### src/rtl/rc4_pkg.sv
package rc4_pkg;

  localparam int unsigned BYTE_W = 8;
  localparam int unsigned PERM_N = 256;
  localparam int unsigned KCNT_W = 9;

  // longest key held in the key store
  localparam logic [KCNT_W-1:0] KEY_MAX = 9'd256;
  localparam logic [BYTE_W-1:0] LAST_IDX = 8'hff;

  typedef enum logic {
    FUNC_KEY  = 1'b0,
    FUNC_DATA = 1'b1
  } func_t;

  typedef struct packed {
    func_t             func;
    logic              last;
    logic [BYTE_W-1:0] data;
  } cmd_t;

  typedef struct packed {
    logic vld;
    cmd_t cmd;
  } cmd_req_t;

  typedef enum logic [4:0] {
    ST_IDLE = 5'b00001,
    ST_RD_A = 5'b00010,
    ST_RD_B = 5'b00100,
    ST_WR_A = 5'b01000,
    ST_WR_B = 5'b10000
  } core_st_t;

endpackage

### src/rtl/rc4_front.sv
module rc4_front import rc4_pkg::*; (
  input  logic              clk,
  input  logic              rst_n,
  input  logic              in_push,
  output logic              in_full,
  input  logic              in_func,
  input  logic [BYTE_W-1:0] in_byte_in,
  input  logic              in_key_last,
  output cmd_req_t          req,
  input  logic              req_pop
);

  logic [1:0] cnt_r, cnt_nxt;
  logic       wp_r, wp_nxt;
  logic       rp_r, rp_nxt;
  cmd_t       q_r [2];
  cmd_t       cmd_in;
  logic       push_ok;
  logic       pop_ok;

  // key_last only means something on a key request
  always_comb begin
    cmd_in.func = func_t'(in_func);
    cmd_in.last = in_key_last & (cmd_in.func == FUNC_KEY);
    cmd_in.data = in_byte_in;
  end

  assign in_full = (cnt_r == 2'd2);
  assign push_ok = in_push & ~in_full;
  assign req.vld = (cnt_r != 2'd0);
  assign req.cmd = q_r[rp_r];
  assign pop_ok  = req_pop & req.vld;

  always_comb begin
    wp_nxt  = wp_r ^ push_ok;
    rp_nxt  = rp_r ^ pop_ok;
    cnt_nxt = cnt_r;
    if (push_ok && !pop_ok) begin
      cnt_nxt = cnt_r + 2'd1;
    end else if (!push_ok && pop_ok) begin
      cnt_nxt = cnt_r - 2'd1;
    end
  end

  always_ff @(posedge clk) begin
    if (!rst_n) begin
      cnt_r <= 2'd0;
      wp_r  <= 1'b0;
      rp_r  <= 1'b0;
    end else begin
      cnt_r <= cnt_nxt;
      wp_r  <= wp_nxt;
      rp_r  <= rp_nxt;
    end
  end

  always_ff @(posedge clk) begin
    if (push_ok) begin
      q_r[wp_r] <= cmd_in;
    end
  end

endmodule

### config.mk
export PLATFORM = sky130hd
export DESIGN_NAME = rc4_front
export DESIGN_NICKNAME = d
export VERILOG_FILES = /design/src/rtl/rc4_pkg.sv /design/src/rtl/rc4_front.sv
export SDC_FILE = /design/constraint.sdc
export NUM_CORES = 1
export LEC_CHECK = 0
export BUFFER_PORTS_ARGS = -buffer_cell sky130_fd_sc_hd__buf_2
export CAP_MARGIN = 15
export CORE_UTILIZATION = 49
export CTS_CLUSTER_SIZE = 10
export DETAILED_ROUTE_END_ITERATION = 7
export PLACE_DENSITY = 0.72
export SYNTH_ARGS = -nofsm -noshare
export SYNTH_HDL_FRONTEND = slang
export SYNTH_SLANG_ARGS = --single-unit
### constraint.sdc
create_clock -name clk -period 2.05 [get_ports clk]
set_input_delay 0.5125 -clock clk [delete_from_list [all_inputs] [get_ports clk]]
set_output_delay 0.5125 -clock clk [all_outputs]
set_load 0.1 [all_outputs]
After elaboration in Yosys (flattened, before gate mapping)
Memory sizes are Yosys's and may differ from the RTL's. A register that Yosys moved wholly into a read port is not among the register bits.
Index checks and enable logic that the tools add are counted.
{"block": "word_totals", "regBits": 4, "ramBits": 20, "in_bits": 14, "word_cells": 25, "memories": 1}
{"block": "op_classes", "n_addsub": 2, "eq_ne": 1, "n_mux": 5, "bitwise": 7, "reduce_logical": 6}
{"name": "q_r", "words": 2, "word_bits": 10, "read_ports": 1, "rd_ports_with_merged_regs": 1, "write_ports": 1, "line": "rc4_front.sv:16", "text": "cmd_t q_r [2];"}
{"op": "$mux 2", "count": 2}
{"op": "$reduce_bool 2->1", "count": 2}
{"op": "$and 1x1->1", "count": 3}
{"op": "$mux 1", "count": 3}
{"op": "$add 2x1->2 const B", "count": 1}
{"op": "$eq 2x2->1 const B", "count": 1}
{"op": "$logic_and 1x1->1", "count": 2}
{"op": "$logic_not 1->1", "count": 2}
{"op": "$not 1->1", "count": 2}
{"op": "$sub 2x1->2 const B", "count": 1}
{"op": "$xor 1x1->1", "count": 2}

Depth between registers and ports, before layout
{"block": "depth", "word_depth": 7, "mapped_depth": 6}

Least setup slack after synthesis
No wires, ideal clock.
{"block": "synth_path", "kind": "flip-flop to flip-flop", "start": "register cnt_r[1]", "end": "register cnt_r[1]", "setup_time_ps": 70, "t_arrival_ps": 2846, "t_required_ps": 1980, "path_slack_ps": -866, "path_stages_with_launch": 6, "n_path_buf": 0, "period_less_slack_ps": 2916, "path_cell_list": "dfxtp_1 nor2b_1 nor2b_1 ha_1 or3_1 a21boi_1"}
{"block": "synth_between", "elab_chain_cells": 6}
{"item": "start: declaration", "line": "rc4_front.sv:13", "text": "logic [1:0] cnt_r, cnt_nxt;"}
{"item": "start signal: assignment", "line": "rc4_front.sv:51", "text": "cnt_r <= cnt_nxt;"}
{"item": "$eq 2x2->1 (*)", "line": "rc4_front.sv:28", "text": "assign in_full = (cnt_r == 2'd2);"}
{"item": "net in_full", "line": "rc4_front.sv:5", "text": "output logic in_full,"}
{"item": "$not 1->1 (*)", "line": "rc4_front.sv:29", "text": "assign push_ok = in_push & ~in_full;"}
{"item": "$and 1x1->1 (*)", "line": "rc4_front.sv:29"}
{"item": "$logic_not 1->1", "line": "rc4_front.sv:40", "text": "end else if (!push_ok && pop_ok) begin"}
{"item": "$logic_and 1x1->1", "line": "rc4_front.sv:40"}
{"item": "$reduce_bool 2->1 (no source line)"}
Mark *: on every way through the listed nets, which the timed path passes. The rest lies on a longest branch. The select of a mux whose other input is x is not followed.
A chain may end at the register's enable or synchronous reset.

==> results.cfg <==
[die]
start_util_pct = 53.8
die_x_um = 46.3
rows = 15
die-area_um2 = 2140
coreArea_um2 = 1780
ios = 26
die_height_um = 46.3

[synthesis]
synth_compound_area_share_pct = 1.83
syn_inst = 55
ys_seq_elements = 25
synth-xor-area-share_pct = 2.74
synth_top_family_by_area = multiplexers
synthAdderAreaFrac_pct = 3.91
synth_warnings = 0
syn_avg_cell_area_um2 = 17.4
ys_types = 15
synth_mux_area_share_pct = 11.7
synth_simple_gate_area_share_pct = 5.87
syn_area_um2 = 960
synth.net_count = 72
ys_seq_area_share_pct = 73.0

[detailed_routing]
drc = 0
ant_nets = 0
wl_um = 1300
firstDrtPassIters = 4
via_per_inst = 4.76
wl_per_cell_um = 12.0
routed-via-count = 514
drtIter0Drc = 12

[finish]
fin_nets = 101
area_growth_pct = 19.6
most-common-layout-cells = buf_2 (25), edfxtp_1 (20), mux2_2 (10), dfxtp_1 (4)
antenna_cells = 0
final_common_cell = buf_2
layout-drive-gt1-share_pct = 50.6

[global_routing]
grt_usage_pct = 13.5
grt_pass1_wl_um = 1960
grt_pass1_vias = 492
grt_util_met3_pct = 3.92
antenna_found_initial = 0
overflow = 0
top_usage_layer = met2
grtUsageMet1_pct = 15.5
grt_max_degree = 15
use_met2_pct = 23.4

[timing]
rsz0062_at_grt = false
worst_slew_pin_slew_ps = 492
timing.final.crit_share_pct = 95.5
fin_crit_ps = 1960
final.setup_skew_ps = 3.58
hold_viol = 0
setup_viol = 0
fmax_mhz = 511
slew_viol_final = 0
slew_headroom_pct = 67.2
fin_tns_setup_ps = 0

[placement]
place_congestion = 0.694
port_buffers = 25

[min_path]
hold_path_class = primary input to flip-flop

[worst_setup_path]
worst_ep_required_time_ps = 1540
startpoint_type = flip-flop
end_kind = output port
cp_data_arrival_time_ps = 1450
r2r_setup_slack_ps = 400
r2r-end = cnt_r[1]$_SDFFE_PN0P_
worstSetupPathType = flip-flop to output port
r2r_start = cnt_r[0]$_SDFFE_PN0P_
r2r_cells = 5
crit_fanout = 10
crit_end = req[7]

[cts]
clock_latency_ps = 300
cts_tree = built
post_cts.repair.setup_buffers = 0
cts.path.max_buffers = 2
htree_num_levels = 1
cts_buffers = 3
cts.sinks = 25
clk_pin_slew_ps = 130
cts_root_buffer = clkbuf_4

[run_status]
status = finished, final reports clean

[run]
timing.max_cap.violations = 0
[cells in the mapped netlist]
master / n / area (µm²)
edfxtp_1: 20 / 601
mux2_2: 10 / 113
dfxtp_1: 5 / 100
nor2b_1: 4 / 25.0
and2_1: 3 / 18.8
ha_1: 3 / 37.5
xnor2_1: 2 / 17.5
a21boi_1: 1 / 7.51
buf_2: 1 / 5.00
inv_1: 1 / 3.75
o21ai_0: 1 / 5.00
o21ai_1: 1 / 5.00
or2_2: 1 / 6.26
or3_1: 1 / 6.26
xor2_1: 1 / 8.76
[critical path, cell delays in order (launching register included)]
cell,delay (ps)
dfxtp_2,490
mux2_2,370
buf_2,290
[cells by family (layout without fill, tap and decap cells)]
family                   after synthesis  after routing
AO/OA/AOI/OAI                          3              3
XOR/XNOR                               3              3
adder cells (fa/ha/maj)                3              3
buffers and inverters                  2             30
flip-flops                            25             25
multiplexers                          10             10
AND/OR/NAND/NOR                        9              9
[routing by layer]
layer	wire, µm	up-vias	part of all wire (%)
met5	0	-	0
met4	12	0	0.92
met3	56	2	4.3
met2	665	14	51
met1	567	242	44
li1	-	256	-
[metrics by stage]
stage / worst slack, ps / cells / hold slack (ps) / utilization (%) / instance area (µm²)
after floorplan: 83.7 / 55 / 479 / - / 967
after global placement: 285 / 104 / 507 / 62.7 / 1120
after detailed placement: 270 / 104 / 514 / 62.7 / 1120
after CTS: 70.2 / 108 / 386 / 64.4 / 1150
after global routing: 25.6 / 108 / 369 / 64.4 / 1150
final: 91.3 / 108 / 390 / 64.4 / 1150
[layout make-up]
type / instances / area (µm²)
Inverter: 1 / 3.75
Tap cell: 25 / 31.3
Clock buffer: 3 / 22.5
Fill cell: 155 / 636
Multi-Input combinational cell: 28 / 258
Sequential cell: 25 / 702
Timing Repair Buffer: 25 / 125
Clock inverter: 1 / 5.00
[registers in the layout (all words and copies together) (netlist names), named ones only]
signal,count
wp_r,1
rp_r,1
cnt_r,2
q_r,20
[worst min path at each step]
stage                          start                    end  slack (ps)  depth (start not counted)
6_report               in_byte_in[5]    q_r[1][5]$_DFFE_PP_         390                          1
5_1_grt                in_byte_in[6]    q_r[0][6]$_DFFE_PP_         370                          1
4_1_cts                in_byte_in[6]    q_r[0][6]$_DFFE_PP_         390                          1
3_5_place_dp   cnt_r[1]$_SDFFE_PN0P_  cnt_r[1]$_SDFFE_PN0P_         510                          2
3_3_place_gp   cnt_r[1]$_SDFFE_PN0P_  cnt_r[1]$_SDFFE_PN0P_         510                          2
2_1_floorplan  cnt_r[1]$_SDFFE_PN0P_  cnt_r[1]$_SDFFE_PN0P_         480                          2
[repair_timing]
action / CTS / global route
resized for setup: 1 / 0
hold buffers: 0 / 0
endpoints found under the setup margin: 10 / 0
Power is left out: the tool's default activity adds up to more than one toggle a clock period on the data nets, which glitch-free logic cannot reach.
