===== src/rtl/rc4_pkg.sv =====
package rc4_pkg;

  localparam int unsigned BYTE_W = 8;
  localparam int unsigned PERM_N = 256;
  localparam int unsigned KCNT_W = 9;

  // longest key held in the key store
  localparam logic [KCNT_W-1:0] KEY_MAX = 9'd256;
  localparam logic [BYTE_W-1:0] LAST_IDX = 8'hff;

  typedef enum logic {
    FUNC_KEY  = 1'b0,
    FUNC_DATA = 1'b1
  } func_t;

  typedef struct packed {
    func_t             func;
    logic              last;
    logic [BYTE_W-1:0] data;
  } cmd_t;

  typedef struct packed {
    logic vld;
    cmd_t cmd;
  } cmd_req_t;

  typedef enum logic [4:0] {
    ST_IDLE = 5'b00001,
    ST_RD_A = 5'b00010,
    ST_RD_B = 5'b00100,
    ST_WR_A = 5'b01000,
    ST_WR_B = 5'b10000
  } core_st_t;

endpackage


===== src/rtl/rc4_outq.sv =====
module rc4_outq import rc4_pkg::*; (
  input  logic              clk,
  input  logic              rst_n,
  input  logic              res_push,
  input  logic [BYTE_W-1:0] res_byte,
  output logic              outq_full,
  output logic              out_empty,
  input  logic              out_pop,
  output logic [BYTE_W-1:0] out_byte_out
);

  logic [1:0]        cnt_r, cnt_nxt;
  logic              wp_r, wp_nxt;
  logic              rp_r, rp_nxt;
  logic [BYTE_W-1:0] q_r [2];
  logic              pop_ok;

  assign outq_full    = (cnt_r == 2'd2);
  assign out_empty    = (cnt_r == 2'd0);
  assign out_byte_out = q_r[rp_r];
  assign pop_ok       = out_pop & ~out_empty;

  // core only starts a data request when there is room, so a push never drops
  always_comb begin
    wp_nxt  = wp_r ^ res_push;
    rp_nxt  = rp_r ^ pop_ok;
    cnt_nxt = cnt_r;
    if (res_push && !pop_ok) begin
      cnt_nxt = cnt_r + 2'd1;
    end else if (!res_push && pop_ok) begin
      cnt_nxt = cnt_r - 2'd1;
    end
  end

  always_ff @(posedge clk) begin
    if (!rst_n) begin
      cnt_r <= 2'd0;
      wp_r  <= 1'b0;
      rp_r  <= 1'b0;
    end else begin
      cnt_r <= cnt_nxt;
      wp_r  <= wp_nxt;
      rp_r  <= rp_nxt;
    end
  end

  always_ff @(posedge clk) begin
    if (res_push) begin
      q_r[wp_r] <= res_byte;
    end
  end

endmodule


===== config.mk =====
export PLATFORM = sky130hd
export DESIGN_NAME = rc4_outq
export DESIGN_NICKNAME = d
export VERILOG_FILES = /design/src/rtl/rc4_pkg.sv /design/src/rtl/rc4_outq.sv
export SDC_FILE = /design/constraint.sdc
export NUM_CORES = 1
export LEC_CHECK = 0
export BUFFER_PORTS_ARGS = -buffer_cell sky130_fd_sc_hd__buf_2
export CORE_MARGIN = 10
export CORE_UTILIZATION = 50
export CTS_CLUSTER_SIZE = 30
export DETAILED_ROUTE_END_ITERATION = 10
export PLACE_DENSITY = 0.77
export SLEW_MARGIN = 30
export SYNTH_ARGS = -nofsm -noshare
export SYNTH_HDL_FRONTEND = slang
export SYNTH_SLANG_ARGS = --single-unit

===== constraint.sdc =====
create_clock -name clk -period 3.5 [get_ports clk]
set_input_delay 0.35 -clock clk [delete_from_list [all_inputs] [get_ports clk]]
set_output_delay 0.35 -clock clk [all_outputs]
set_load 0.02 [all_outputs]

* Word-level counts from Yosys, hierarchy flattened
Memories as Yosys holds them, arrays and structs flattened. A register that Yosys moved wholly into a read port is not among the register bits.
Cells that the tools add are included.
W data, S select, Z words.
** Storage, ports and cells
- Input bits :: 12
- Output and inout bits :: 10
- Memories :: 1
- Flip-flop bits (word level) :: 4
- Word-level logic and storage cells :: 22
- RAM bits :: 16
** Cells by class
- Multiplexer cells :: 5
- Equal/unequal tests :: 1
- Bitwise operators :: 4
- Add/sub/neg operators :: 2
- Reduce and logical (&&, ||, !) cells :: 6
** Memories
- q_r :: words 2, bits a word 8, rd ports 1, clocked after Yosys merged registers in 1, wr ports 1, line rc4_outq.sv:15 : logic [BYTE_W-1:0] q_r [2];
** Operators by type and width (number)
- $mux W2 :: 2
- $mux W1 :: 3
- $add A2 B1 Y2 const B :: 1
- $eq A2 B2 Y1 const B :: 1
- $logic_and A1 B1 Y1 :: 2
- $logic_not A1 Y1 :: 2
- $logic_not A2 Y1 :: 1
- $reduce_bool A2 Y1 :: 1
- $sub A2 B1 Y2 const B :: 1
- $xor A1 B1 Y1 :: 2
- $and A1 B1 Y1 :: 1
- $not A1 Y1 :: 1

* Depth between registers and ports, before layout
Gate-level depths: netlist of the first run.
- Depth after elaboration :: 6
- Mapped depth :: 5
- Mapped depth without buffers :: 5

* Least setup slack after synthesis of the first run
OpenSTA, ideal clock, no wires.
- Path type :: flip-flop to flip-flop
- Start point :: register cnt_r[0]
- End point :: register cnt_r[1]
- Required time :: 3430 ps
- Period minus slack after synthesis :: 1367 ps
- Data arrival time :: 1297 ps
- Path slack :: 2133 ps
- Setup time :: 70 ps
- Buffers on the path :: 0
- Cell stages (with the launch flop) :: 5
- Cells stage by stage :: dfxtp_1 > o21ai_1 > ha_1 > or3_1 > a21boi_1
** On the way
- Cells in the longest elaborated chain, start to end :: 6
- Elaborated cells between the ends (all ways) :: 11
- Those cells by class :: add/sub (2); mux (2); bitwise (2); reduce/logical (5)
** Ends and longest elaborated chain
- from (decl) :: line rc4_outq.sv:12 : logic [1:0] cnt_r, cnt_nxt;
- from (signal assigned) :: line rc4_outq.sv:41 : cnt_r <= cnt_nxt;
- parallel branches: the longest is 6 deep, another holds $sub A2 B1 Y2
Parallel ways; which one is timed is not known. The select of a mux whose other input is x is not followed.
A chain may end at the register's enable or synchronous reset.

==> results by stage, run 1 <==
Final layout:
- The number of non-filler instances in the completed layout is 87.
- The relative area change from synthesis to final layout is 18.4%.
- Of the cells placed in the final design, the portion with a size suffix greater than 1 is 46.5%.
- The post-layout net count is 87.
- The count of antenna diodes in the layout is 0.
- The finished cells cover 950 sq um.
- The core utilization of the finished layout is 63.0%.

GRT:
- The via count of the first global-routing pass is 443.
- The combined global-route utilization of all metal layers is 7.02%.
- The total overflow left after global routing is 0.
- The number of antenna violations at the first check in global routing is 0.
- The layer flagged by global routing as most heavily used is met2.
- The met3 track utilization from global routing is 4.66%.
- The first global-routing pass estimated 1900 um of wire.
- The maximum number of pins on one net before global-route repair is 13.
- The routing usage on met1 is 7.30%.
- Global routing used 10.9% of the available met2 tracks.

STA:
- The transition time at the pin with the least slew margin is 401 ps.
- Setup violations remaining at the end of the flow were counted as 0.
- The clock period could shrink to 1740 ps.
- The post-route clock period utilization is 49.8%.
- In this run the tightest slew margin relative to its limit is 73.2%.
- Setup repair after global routing left no endpoint under its margin.
- The clock skew is 8.49 ps.
- The maximum clock frequency is 574 MHz.
- The count of final hold-check violations came to 0.
- The number of max-slew violations in the final report came to 0.
- Setup total negative slack on the finished layout was measured at 0 ps.

Placement:
- Port buffering added 21 buffers.
- In this run, placement finished with an instance count of 83.
- The instance area after placement is 922 sq um.
- Routability-driven placement finished with a final weighted congestion of 0.632.
- The half-perimeter wire length of the detailed placement result is 964 um.

Setup path:
- Data on the critical path arrives at its endpoint at 1390 ps.
- The kind of end point of the critical path is an output port.
- The maximum fanout along the worst path is 8.
- The startpoint kind of the worst setup timing path is a flip-flop.
- In this run the critical register-to-register path is launched from cnt_r[0].
- The category of the critical setup timing path is reg2out.
- For the worst setup path, the data required time is 3150 ps.

Routing:
- The residual DRC count is 0.
- The number of DRC markers in iteration 0 is 15.
- After detailed routing, the average wire length per cell comes to 14.9 um.
- The antenna violation net count after detailed routing is 0.
- The detail-routed via count per cell is 4.99.
- The detailed-route wire length is 1300 um.
- The vias after detailed routing is 434.
- The first detailed-routing pass ran for 2 iterations.

Yosys:
- After synthesis, flip-flops and latches occupy 72.4% of the total area.
- When the netlist entered floorplanning its net count stood at 62.
- The post-synthesis cell type count is 15.
- Synthesis produced 47 cells.
- The cell area after synthesis is 802 sq um.
- The most frequently used cell type in the post-synthesis netlist is sky130_fd_sc_hd__edfxtp_1.
- The leading register cell type out of synthesis is sky130_fd_sc_hd__edfxtp_1.
- After synthesis, the largest area contributor takes up 59.9% of total cell area.
- Ranked by total cell area, the synthesized netlist is headed by sky130_fd_sc_hd__edfxtp_1, sky130_fd_sc_hd__dfxtp_1, sky130_fd_sc_hd__mux2_2.
- After synthesis, the mean cell area works out to 17.1 sq um.
- The count of warnings emitted by yosys is 0.
- sky130_fd_sc_hd__edfxtp_1 takes more of the synthesized area than any other cell.
- The fraction of registers with async set or reset after synthesis is 0%.
- By count the netlist is led by sky130_fd_sc_hd__edfxtp_1, sky130_fd_sc_hd__mux2_2, sky130_fd_sc_hd__dfxtp_1.
- After synthesis the netlist holds a flip-flop and latch count of 21.
- The synthesized design contains 16 enable-type register cells.

Clock tree:
- The count of hold buffers inserted by post-cts repair is 0.
- The depth of the CTS H-tree is 1.
- The maximum root-to-sink buffer count is 2.
- The buffer cell driving the clock tree root is sky130_fd_sc_hd__clkbuf_4.
- Counting the buffers created by CTS gives 3.
- Counting every sink on the clock net gives 21.
- The clock-pin slew reported for the worst setup and hold paths after clock tree synthesis is 120 ps.
- The post-cts resize count is 0.
- The TritonCTS clock tree is yes.
- The number of buffers inserted to repair setup after CTS is 0.
- The clock latency on the worst-skew pair is 300 ps.

Floorplanning:
- The area of the core region is 1510 sq um.
- The floorplan step defined a die boundary enclosing 3610 sq um.
- The effective utilization at floorplan is 53.2%.
- The x dimension of the die is 60.1 um.
- The number of rows in the core area is 14.
- The height of the chip is 60.1 um.
- The boundary pin count is 22.

Pwr:
- The worst voltage drop across the vdd grid is 0.394 mV.
- The analysis attributes to cell leakage a power of 0.378 nW.
- The power density of the placed cells is 696 nW/um^2.

Run status:
- The run finished with clean final reports.

Min path:
- The kind of path behind the tightest hold check is in2reg.
- The worst hold path begins at res_byte[5].

Run:
- Max-cap violations in this run came to 0.
cell usage in the layout (no fill, tap or decap):
cell type | netlist | layout
sky130_fd_sc_hd__o21ai_0 | 1 | 1
sky130_fd_sc_hd__nor2b_1 | 2 | 2
sky130_fd_sc_hd__xor2_1 | 1 | 1
sky130_fd_sc_hd__and2_1 | 3 | 3
sky130_fd_sc_hd__a21boi_1 | 1 | 1
sky130_fd_sc_hd__inv_1 | 1 | 1
sky130_fd_sc_hd__mux2_2 | 8 | 8
sky130_fd_sc_hd__or3_1 | 1 | 1
sky130_fd_sc_hd__buf_2 | 1 | 21
sky130_fd_sc_hd__nor2_1 | 1 | 1
sky130_fd_sc_hd__clkbuf_4 | 0 | 3
sky130_fd_sc_hd__ha_1 | 3 | 3
sky130_fd_sc_hd__o21ai_1 | 1 | 1
sky130_fd_sc_hd__dfxtp_1 | 5 | 5
sky130_fd_sc_hd__clkinv_2 | 0 | 1
sky130_fd_sc_hd__edfxtp_1 | 16 | 16
sky130_fd_sc_hd__xnor2_1 | 2 | 2
stage by stage:
step / hold slack [ps] / setup WS (ps) / power [mW]
after global routing: 222 / 1670 / 0.691
after global placement: 504 / 2080 / 0.550
after CTS: 225 / 1740 / 0.665
after detailed placement: 513 / 2030 / 0.555
after floorplan: 449 / 2130 / 0.493
final: 225 / 1760 / 0.661
routing by layer:
layer / vias to the layer above / part of all wire, %
met5: - / 0
met4: 0 / 1.2
met3: 2 / 11
met2: 16 / 46
met1: 197 / 42
li1: 219 / -
registers in the layout, summed over array words and instances (netlist names), named ones only:
name / count
wp_r: 1
rp_r: 1
cnt_r: 2
q_r: 16
final timing paths:
| path | endpoint | slack [ps] | cells past startpoint |
|---|---|---|---|
| setup / recovery | out_byte_out[4] | 1760 | 2 |
| hold / removal | q_r[0][5] | 220 | 1 |
| setup reg to reg | cnt_r[1] | 2030 | 4 |
| hold reg to reg | cnt_r[1] | 540 | 2 |
logic make-up after synthesis:
kind of cell	share of synthesized area, %
multiplexers	11.2
buffers and inverters	1.09
flip-flops	72.4
AO/OA/AOI/OAI	2.18
XOR/XNOR	3.28
adder cells (fa/ha/maj)	4.68
AND/OR/NAND/NOR	5.15
final cells by class:
type / count / area, sq um
tap: 16 / 20.0
clock inverter: 1 / 5.00
clock buffer: 3 / 22.5
inverter: 1 / 3.75
fill: 125 / 557
multi-input combinational: 24 / 213
timing repair buffer: 21 / 105
sequential: 21 / 581
report_power, final:
part           internal, mW  total, mW  leakage, nW  switching (mW)
logic                 0.101      0.208        0.169           0.107
registers             0.303      0.338        0.192          0.0341
clock network        0.0426      0.115       0.0177          0.0725
total                 0.447      0.661        0.378           0.214
critical path, cell delays in order (launching register included):
cell and delay, ps:
sky130_fd_sc_hd__dfxtp_1 550, sky130_fd_sc_hd__mux2_2 380, sky130_fd_sc_hd__buf_2 160
Power figures use the tool's default switching activity.
==> inputs of run 2 (changes only) <==
--- a/config.mk
+++ b/config.mk
@@ -7,10 +7,10 @@
 export LEC_CHECK = 0
 export BUFFER_PORTS_ARGS = -buffer_cell sky130_fd_sc_hd__buf_2
 export CORE_MARGIN = 10
-export CORE_UTILIZATION = 50
+export CORE_UTILIZATION = 49
 export CTS_CLUSTER_SIZE = 30
 export DETAILED_ROUTE_END_ITERATION = 10
-export PLACE_DENSITY = 0.77
+export PLACE_DENSITY = 0.75
 export SLEW_MARGIN = 30
 export SYNTH_ARGS = -nofsm -noshare
 export SYNTH_HDL_FRONTEND = slang
==> constraint.sdc (replaced) <==
create_clock -name clk -period 1.8 [get_ports clk]
set_input_delay 0.18 -clock clk [delete_from_list [all_inputs] [get_ports clk]]
set_output_delay 0.18 -clock clk [all_outputs]
set_load 0.02 [all_outputs]
==> results by stage, run 2 (same netlist as run 1, synthesis figures left out) <==
Placement:
- The half-perimeter wire length of the detailed placement result was 961 um (was 964 um).
- The count of placed standard cells including taps is 83 (unchanged).
- The global placer's final weighted congestion was 0.682 (was 0.632).
- The port buffer count is 21 (unchanged).

GRT:
- The first-pass GRT wire length is 1860 um (was 1900 um).
- The combined global-route utilization of all metal layers came to 6.95% (was 7.02%).
- The number of antenna violations at the first check in global routing is 0 (unchanged).
- The maximum number of pins on one net before global-route repair is 12 (was 13).
- The via count of the first global-routing pass was 415 (was 443).
- The remaining global-route overflow is 0 (unchanged).

Final layout:
- The most frequent standard cell in the layout excluding fill and tap cells is sky130_fd_sc_hd__buf_2 (unchanged).
- Biggest regs: q_r (16), cnt_r (2) (unchanged).
- The register containing the most flip-flops in the final layout is q_r (unchanged).
- The number of non-filler instances in the completed layout is 87 (unchanged).
- The number of fill cells came to 128 (was 125).
- The relative area change from synthesis to final layout is 18.3% (was 18.4%).
- The number of flip-flops under the largest register name is 16 (unchanged).
- The post-layout net count is 87 (unchanged).
- Commonest non-fill, non-tap cells in the layout: sky130_fd_sc_hd__buf_2, sky130_fd_sc_hd__edfxtp_1, sky130_fd_sc_hd__mux2_2 (unchanged).
- The share of layout cells above drive strength 1 is 45.1% (was 46.5%).
- The count of antenna diodes in the layout is 0 (unchanged).

STA:
- Dividing the final minimum period by the clock period gives 86.3%.
- The post-route setup TNS is 0 ps (unchanged).
- The transition time at the pin with the least slew margin is 391 ps (was 401 ps).
- The worst hold margin was 62.4 ps (was 225 ps).
- The number of setup violations in the final report is 0 (unchanged).
- The count of final hold-check violations is 0 (unchanged).
- The number of max-slew violations in the final report is 0 (unchanged).
- Setup repair after global routing missed its margin: no (unchanged).
- The clock skew is 1.05 ps (was 8.49 ps).
- After layout, the minimum clock period comes to 1550 ps.
- Static timing analysis puts the maximum clock frequency at 644 MHz.
- The worst slew margin relative to its limit was 73.9% (was 73.2%).

Routing:
- The wire length on met2 was 597 um (was 601 um).
- The vias after detailed routing was 438 (was 434).
- The routed length per instance was 14.5 um (was 14.9 um).
- The antenna violation net count after detailed routing was 0 (unchanged).
- The number of search-and-repair iterations in the first detailed-routing pass is 2 (unchanged).
- The highest metal layer with signal wires was met4 (unchanged).
- The detail-routed via count per cell is 5.03 (was 4.99).
- The routed wire length on met3 is 118 um (was 138 um).
- The residual DRC count is 0 (unchanged).
- The detailed-route wire length is 1260 um (was 1300 um).
- The detailed-routing wirelength on met1 is 506 um (was 538 um).
- The number of DRC markers in iteration 0 came to 1 (was 15).

Clock tree:
- The TritonCTS clock tree is yes (unchanged).
- The number of sinks handled by clock tree synthesis came to 21 (unchanged).
- The number of clock buffers inserted by TritonCTS came to 3 (unchanged).
- The number of buffers inserted to repair setup after CTS came to 0 (unchanged).
- The maximum root-to-sink buffer count is 2 (unchanged).
- The buffer cell driving the clock tree root is sky130_fd_sc_hd__clkbuf_4 (unchanged).
- The clock latency on the worst-skew pair was 300 ps (about the same).
- The clock-pin slew reported for the worst setup and hold paths after clock tree synthesis is 110 ps (was 120 ps).
- The count of hold buffers inserted by post-cts repair is 0 (unchanged).
- The depth of the CTS H-tree is 1 (unchanged).
- The post-cts resize count is 0 (unchanged).

Setup path:
- The required time at the worst-slack endpoint is 1620 ps (was 3150 ps).
- The category of the critical setup timing path is reg2out (unchanged).
- The arrival time at the worst endpoint is 1370 ps (was 1390 ps).
- The kind of end point of the critical path was an output port (unchanged).
- The worst reg2reg path endpoint is cnt_r[1] (unchanged).
- The depth of the worst register-to-register path is 4 (unchanged).
- The maximum fanout along the worst path is 8 (unchanged).
- The worst flop-to-flop path startpoint is cnt_r[0] (unchanged).
- The reg-to-reg setup timing slack is 340 ps (was 2030 ps).
- The startpoint kind of the worst setup timing path is a flip-flop (unchanged).

Pwr:
- The static leakage power is 0.375 nW (was 0.378 nW).
- The power share of the clock group is 17.0% (was 17.4%).
- The internal power summed over all cells is 0.872 mW (was 0.447 mW).
- The relative contribution of sequential cells to total power is 51.2% (was 51.1%).
- The power density of the placed cells came to 1350 nW/um^2 (was 696 nW/um^2).
- The overall power of the completed layout is 1.28 mW (was 0.661 mW).
- The net switching power figure is 0.407 mW (was 0.214 mW).
- The switching power share of the total is 31.8% (was 32.4%).
- The worst voltage drop across the vdd grid is 0.810 mV (was 0.394 mV).
- The share of total power in combinational logic was 31.7% (was 31.5%).

Min path:
- The cell count of the worst hold path was 1 (unchanged).
- The kind of path behind the tightest hold check is in2reg (unchanged).
- The sink of the worst hold path was q_r[1][0] (was q_r[0][5]).
- The startpoint of the lowest-slack hold path is res_byte[0] (was res_byte[5]).

Floorplanning:
- The number of rows in the core area was 14 (unchanged).
- The x dimension of the die came to 60.5 um (was 60.1 um).
- The boundary pin count is 22 (unchanged).
- The effective utilization at floorplan is 52.6% (was 53.2%).
- The height of the chip came to 60.5 um (was 60.1 um).
- The overall die area is 3650 sq um (was 3610 sq um).
- The area of the core region came to 1520 sq um (was 1510 sq um).

Run status:
- Run status: complete, no violations (unchanged).

Run:
- The reported max-cap violation count is 0 (unchanged).
-- run 2: through the flow --
stage,util [%],worst slack [ps],instance area (sq um)
after detailed placement,60.5,360,922
after global routing,62.2,154,948
after global placement,60.5,397,922
after floorplan,-,433,802
after CTS,62.2,216,948
final,62.2,247,948
-- run 2: worst max-delay path: stages (launching register included) --
cell and delay (ps):
sky130_fd_sc_hd__dfxtp_1 540, sky130_fd_sc_hd__mux2_2 380, sky130_fd_sc_hd__buf_2 160
-- run 2: worst max-delay path by stage --
stage | startpoint | end | slack, ps | cells past startpoint
after CTS | flip-flop | out_byte_out[4] | 220 | 2
after global placement | cnt_r[0] | cnt_r[1] | 400 | 4
final | flip-flop | out_byte_out[4] | 250 | 2
after global routing | flip-flop | out_byte_out[0] | 150 | 2
after detailed placement | cnt_r[0] | cnt_r[1] | 360 | 4
after floorplan | cnt_r[0] | cnt_r[1] | 430 | 4
-- run 2: cell type report --
class,instances,area (sq um),area share (%)
Timing Repair Buffer,21,105,11.1
Sequential cell,21,581,61.2
Inverter,1,3.75,0.396
Multi-Input combinational cell,24,213,22.4
Clock buffer,4,26.3,2.77
Tap cell,16,20.0,2.11
-- run 2: routing by layer --
| layer | vias up | track usage, % |
|---|---|---|
| li1 | 218 | - |
| met1 | 203 | 7.26 |
| met2 | 13 | 10.3 |
| met3 | 4 | 3.55 |
| met4 | 0 | 5.64 |
| met5 | - | 0 |
-- run 2: power by group through the flow --
stage | combinational, mW | clock (mW) | sequential, mW
after floorplan | 0.326 | 0 | 0.632
after global placement | 0.405 | 0 | 0.664
after detailed placement | 0.413 | 0 | 0.667
after CTS | 0.415 | 0.223 | 0.657
after global routing | 0.439 | 0.245 | 0.667
final | 0.406 | 0.218 | 0.655
==> inputs of run 3 (changes only) <==
--- a/config.mk
+++ b/config.mk
@@ -10,7 +10,7 @@
 export CORE_UTILIZATION = 49
 export CTS_CLUSTER_SIZE = 30
 export DETAILED_ROUTE_END_ITERATION = 10
-export PLACE_DENSITY = 0.75
+export PLACE_DENSITY = 0.85
 export SLEW_MARGIN = 30
 export SYNTH_ARGS = -nofsm -noshare
 export SYNTH_HDL_FRONTEND = slang
==> results by stage, run 3 (same netlist as run 1, synthesis figures left out) <==
Run status:
- Run status: complete, no violations (unchanged).

Floorplanning:
- The boundary pin count is 22 (unchanged).
- The number of rows in the core area is 14 (unchanged).
- The x dimension of the die is 60.5 um (unchanged).
- The overall die area is 3650 sq um (unchanged).
- The effective utilization at floorplan came to 52.6% (unchanged).
- The area of the core region came to 1520 sq um (unchanged).
- The height of the chip is 60.5 um (unchanged).

Setup path:
- The startpoint kind of the worst setup timing path is a flip-flop (unchanged).
- The maximum fanout along the worst path is 8 (unchanged).
- List of cells traversed by the critical path: mux2_2, buf_2 (unchanged).
- The kind of end point of the critical path is an output port (unchanged).
- The cell type of the slowest stage on the worst timing path is sky130_fd_sc_hd__dfxtp_1 (unchanged).
- The combined buffer and inverter count along the critical path is 1 (unchanged).
- The category of the critical setup timing path is reg2out (unchanged).
- The family of cells with the greatest summed delay on the critical path was flip-flops (unchanged).
- The required time at the worst-slack endpoint was 1620 ps (about the same).
- The peak per-stage delay on the critical path is 550 ps (was 540 ps).
- The arrival time at the worst endpoint is 1390 ps (was 1370 ps).

STA:
- The number of max-slew violations in the final report is 0 (unchanged).
- The post-route setup TNS was 0 ps (unchanged).
- Setup repair after global routing missed its margin: no (unchanged).
- The post-route clock period utilization is 87.0% (was 86.3%).
- The number of setup violations in the final report is 0 (unchanged).
- The final critical delay including setup and external delays came to 1570 ps (was 1550 ps).
- The clock skew came to 7.02 ps (was 1.05 ps).
- The transition time at the pin with the least slew margin is 382 ps (was 391 ps).
- The worst slew margin relative to its limit was 74.5% (was 73.9%).
- The count of final hold-check violations came to 0 (unchanged).
- The maximum clock frequency is 639 MHz (was 644 MHz).
- The post-route worst setup slack is 234 ps (was 247 ps).

Clock tree:
- The TritonCTS clock tree was yes (unchanged).
- The number of sinks handled by clock tree synthesis was 21 (unchanged).
- The number of clock buffers inserted by TritonCTS is 3 (unchanged).
- The count of hold buffers inserted by post-cts repair came to 0 (unchanged).
- The clock latency on the worst-skew pair was 300 ps (about the same).
- The maximum root-to-sink buffer count is 2 (unchanged).
- The post-cts resize count is 0 (unchanged).
- The number of buffers inserted to repair setup after CTS is 0 (unchanged).
- The buffer cell driving the clock tree root is sky130_fd_sc_hd__clkbuf_4 (unchanged).
- The depth of the CTS H-tree is 1 (unchanged).
- The clock-pin slew reported for the worst setup and hold paths after clock tree synthesis is 110 ps (about the same).

Final layout:
- The share of layout cells above drive strength 1 was 46.5% (was 45.1%).
- The sequential cell area in the final layout was 581 sq um (unchanged).
- The relative area change from synthesis to final layout is 18.4% (was 18.3%).
- The number of fill cells is 114 (was 128).
- The post-layout net count came to 87 (unchanged).
- The count of antenna diodes in the layout is 0 (unchanged).
- The register containing the most flip-flops in the final layout is q_r (unchanged).
- The most frequent standard cell in the layout excluding fill and tap cells was sky130_fd_sc_hd__buf_2 (unchanged).
- The area taken by multi-input logic gates is 213 sq um (unchanged).
- The number of flip-flops under the largest register name is 16 (unchanged).
- Biggest regs: q_r (16), cnt_r (2) (unchanged).
- Commonest non-fill, non-tap cells in the layout: sky130_fd_sc_hd__buf_2, sky130_fd_sc_hd__edfxtp_1, sky130_fd_sc_hd__mux2_2 (unchanged).

GRT:
- The number of antenna violations at the first check in global routing came to 0 (unchanged).
- The routing usage on met1 is 8.65% (was 7.26%).
- The routing usage on met2 is 12.2% (was 10.3%).
- The met3 track utilization from global routing was 4.18% (was 3.55%).
- The via count of the first global-routing pass is 484 (was 415).
- The maximum number of pins on one net before global-route repair is 13 (was 12).
- The remaining global-route overflow was 0 (unchanged).
- The first-pass GRT wire length is 2150 um (was 1860 um).
- The most crowded layer after global routing is met2 (unchanged).
- The combined global-route utilization of all metal layers came to 7.98% (was 6.95%).

Run:
- The reported max-cap violation count came to 0 (unchanged).

Routing:
- The number of DRC markers in iteration 0 is 11 (was 1).
- The residual DRC count came to 0 (unchanged).
- The antenna violation net count after detailed routing is 0 (unchanged).
- The routed length per instance came to 15.1 um (was 14.5 um).
- The number of search-and-repair iterations in the first detailed-routing pass is 2 (unchanged).
- The detailed-route wire length is 1310 um (was 1260 um).
- The detail-routed via count per cell is 5.02 (was 5.03).
- The vias after detailed routing was 437 (was 438).

Pwr:
- The power density of the placed cells came to 1350 nW/um^2 (about the same).
- The worst voltage drop across the vdd grid is 0.652 mV (was 0.810 mV).
- The static leakage power is 0.378 nW (was 0.375 nW).

Min path:
- The kind of path behind the tightest hold check is in2reg (unchanged).

Placement:
- The port buffer count is 21 (unchanged).
- The worst setup timing slack at the placement stage is 333 ps (was 360 ps).
- The global placer's final weighted congestion came to 0.706 (was 0.682).
==> run 3: cell count changes in the layout (fill, tap and decap cells not counted), sizes merged <==
cell,delta
clkbuf,-1
clkinv,+1
==> run 3: worst register-to-register path, cell delays in order (launching register included) <==
cell and delay [ps]:
sky130_fd_sc_hd__dfxtp_1 440, sky130_fd_sc_hd__o21ai_1 140, sky130_fd_sc_hd__ha_1 330, sky130_fd_sc_hd__or3_1 370
sky130_fd_sc_hd__a21boi_1 170
==> run 3: final cells by class <==
type	count	share of cell area (%)
sequential	21	61.1
timing repair buffer	21	11.1
clock inverter	1	0.527
multi-input combinational	24	22.4
tap	16	2.11
clock buffer	3	2.37
inverter	1	0.395
==> run 3: routing by layer <==
layer	share of wire, %	wire length (um)
met1	43	561
met2	46	599
met3	10	135
met4	0.99	13
met5	0	0
==> run 3: where the power goes <==
group          total (mW)  switching [mW]  internal, mW
combinational       0.406           0.210         0.196
clock               0.218           0.135        0.0828
sequential          0.656          0.0663         0.590
==> run 3: path summary, 6_finish.rpt <==
path,end,slack [ps],cells past startpoint,from
min reg2reg,cnt_r[1],550,2,cnt_r[1]
max reg2reg,cnt_r[1],290,4,cnt_r[0]
min,q_r[1][7],60,1,res_byte[7]
max,out_byte_out[1],230,2,flip-flop
==> run 3: per-stage QoR <==
stage / cell area, sq um / util [%] / cells / power (mW) / hold WS (ps)
final: 950 / 62.3 / 87 / 1.28 / 57.9
after global routing: 950 / 62.3 / 87 / 1.36 / 43.6
after CTS: 950 / 62.3 / 87 / 1.30 / 51.2
after detailed placement: 922 / 60.5 / 83 / 1.08 / 372
after global placement: 922 / 60.5 / 83 / 1.07 / 369
after floorplan: 802 / - / 47 / 0.959 / 279
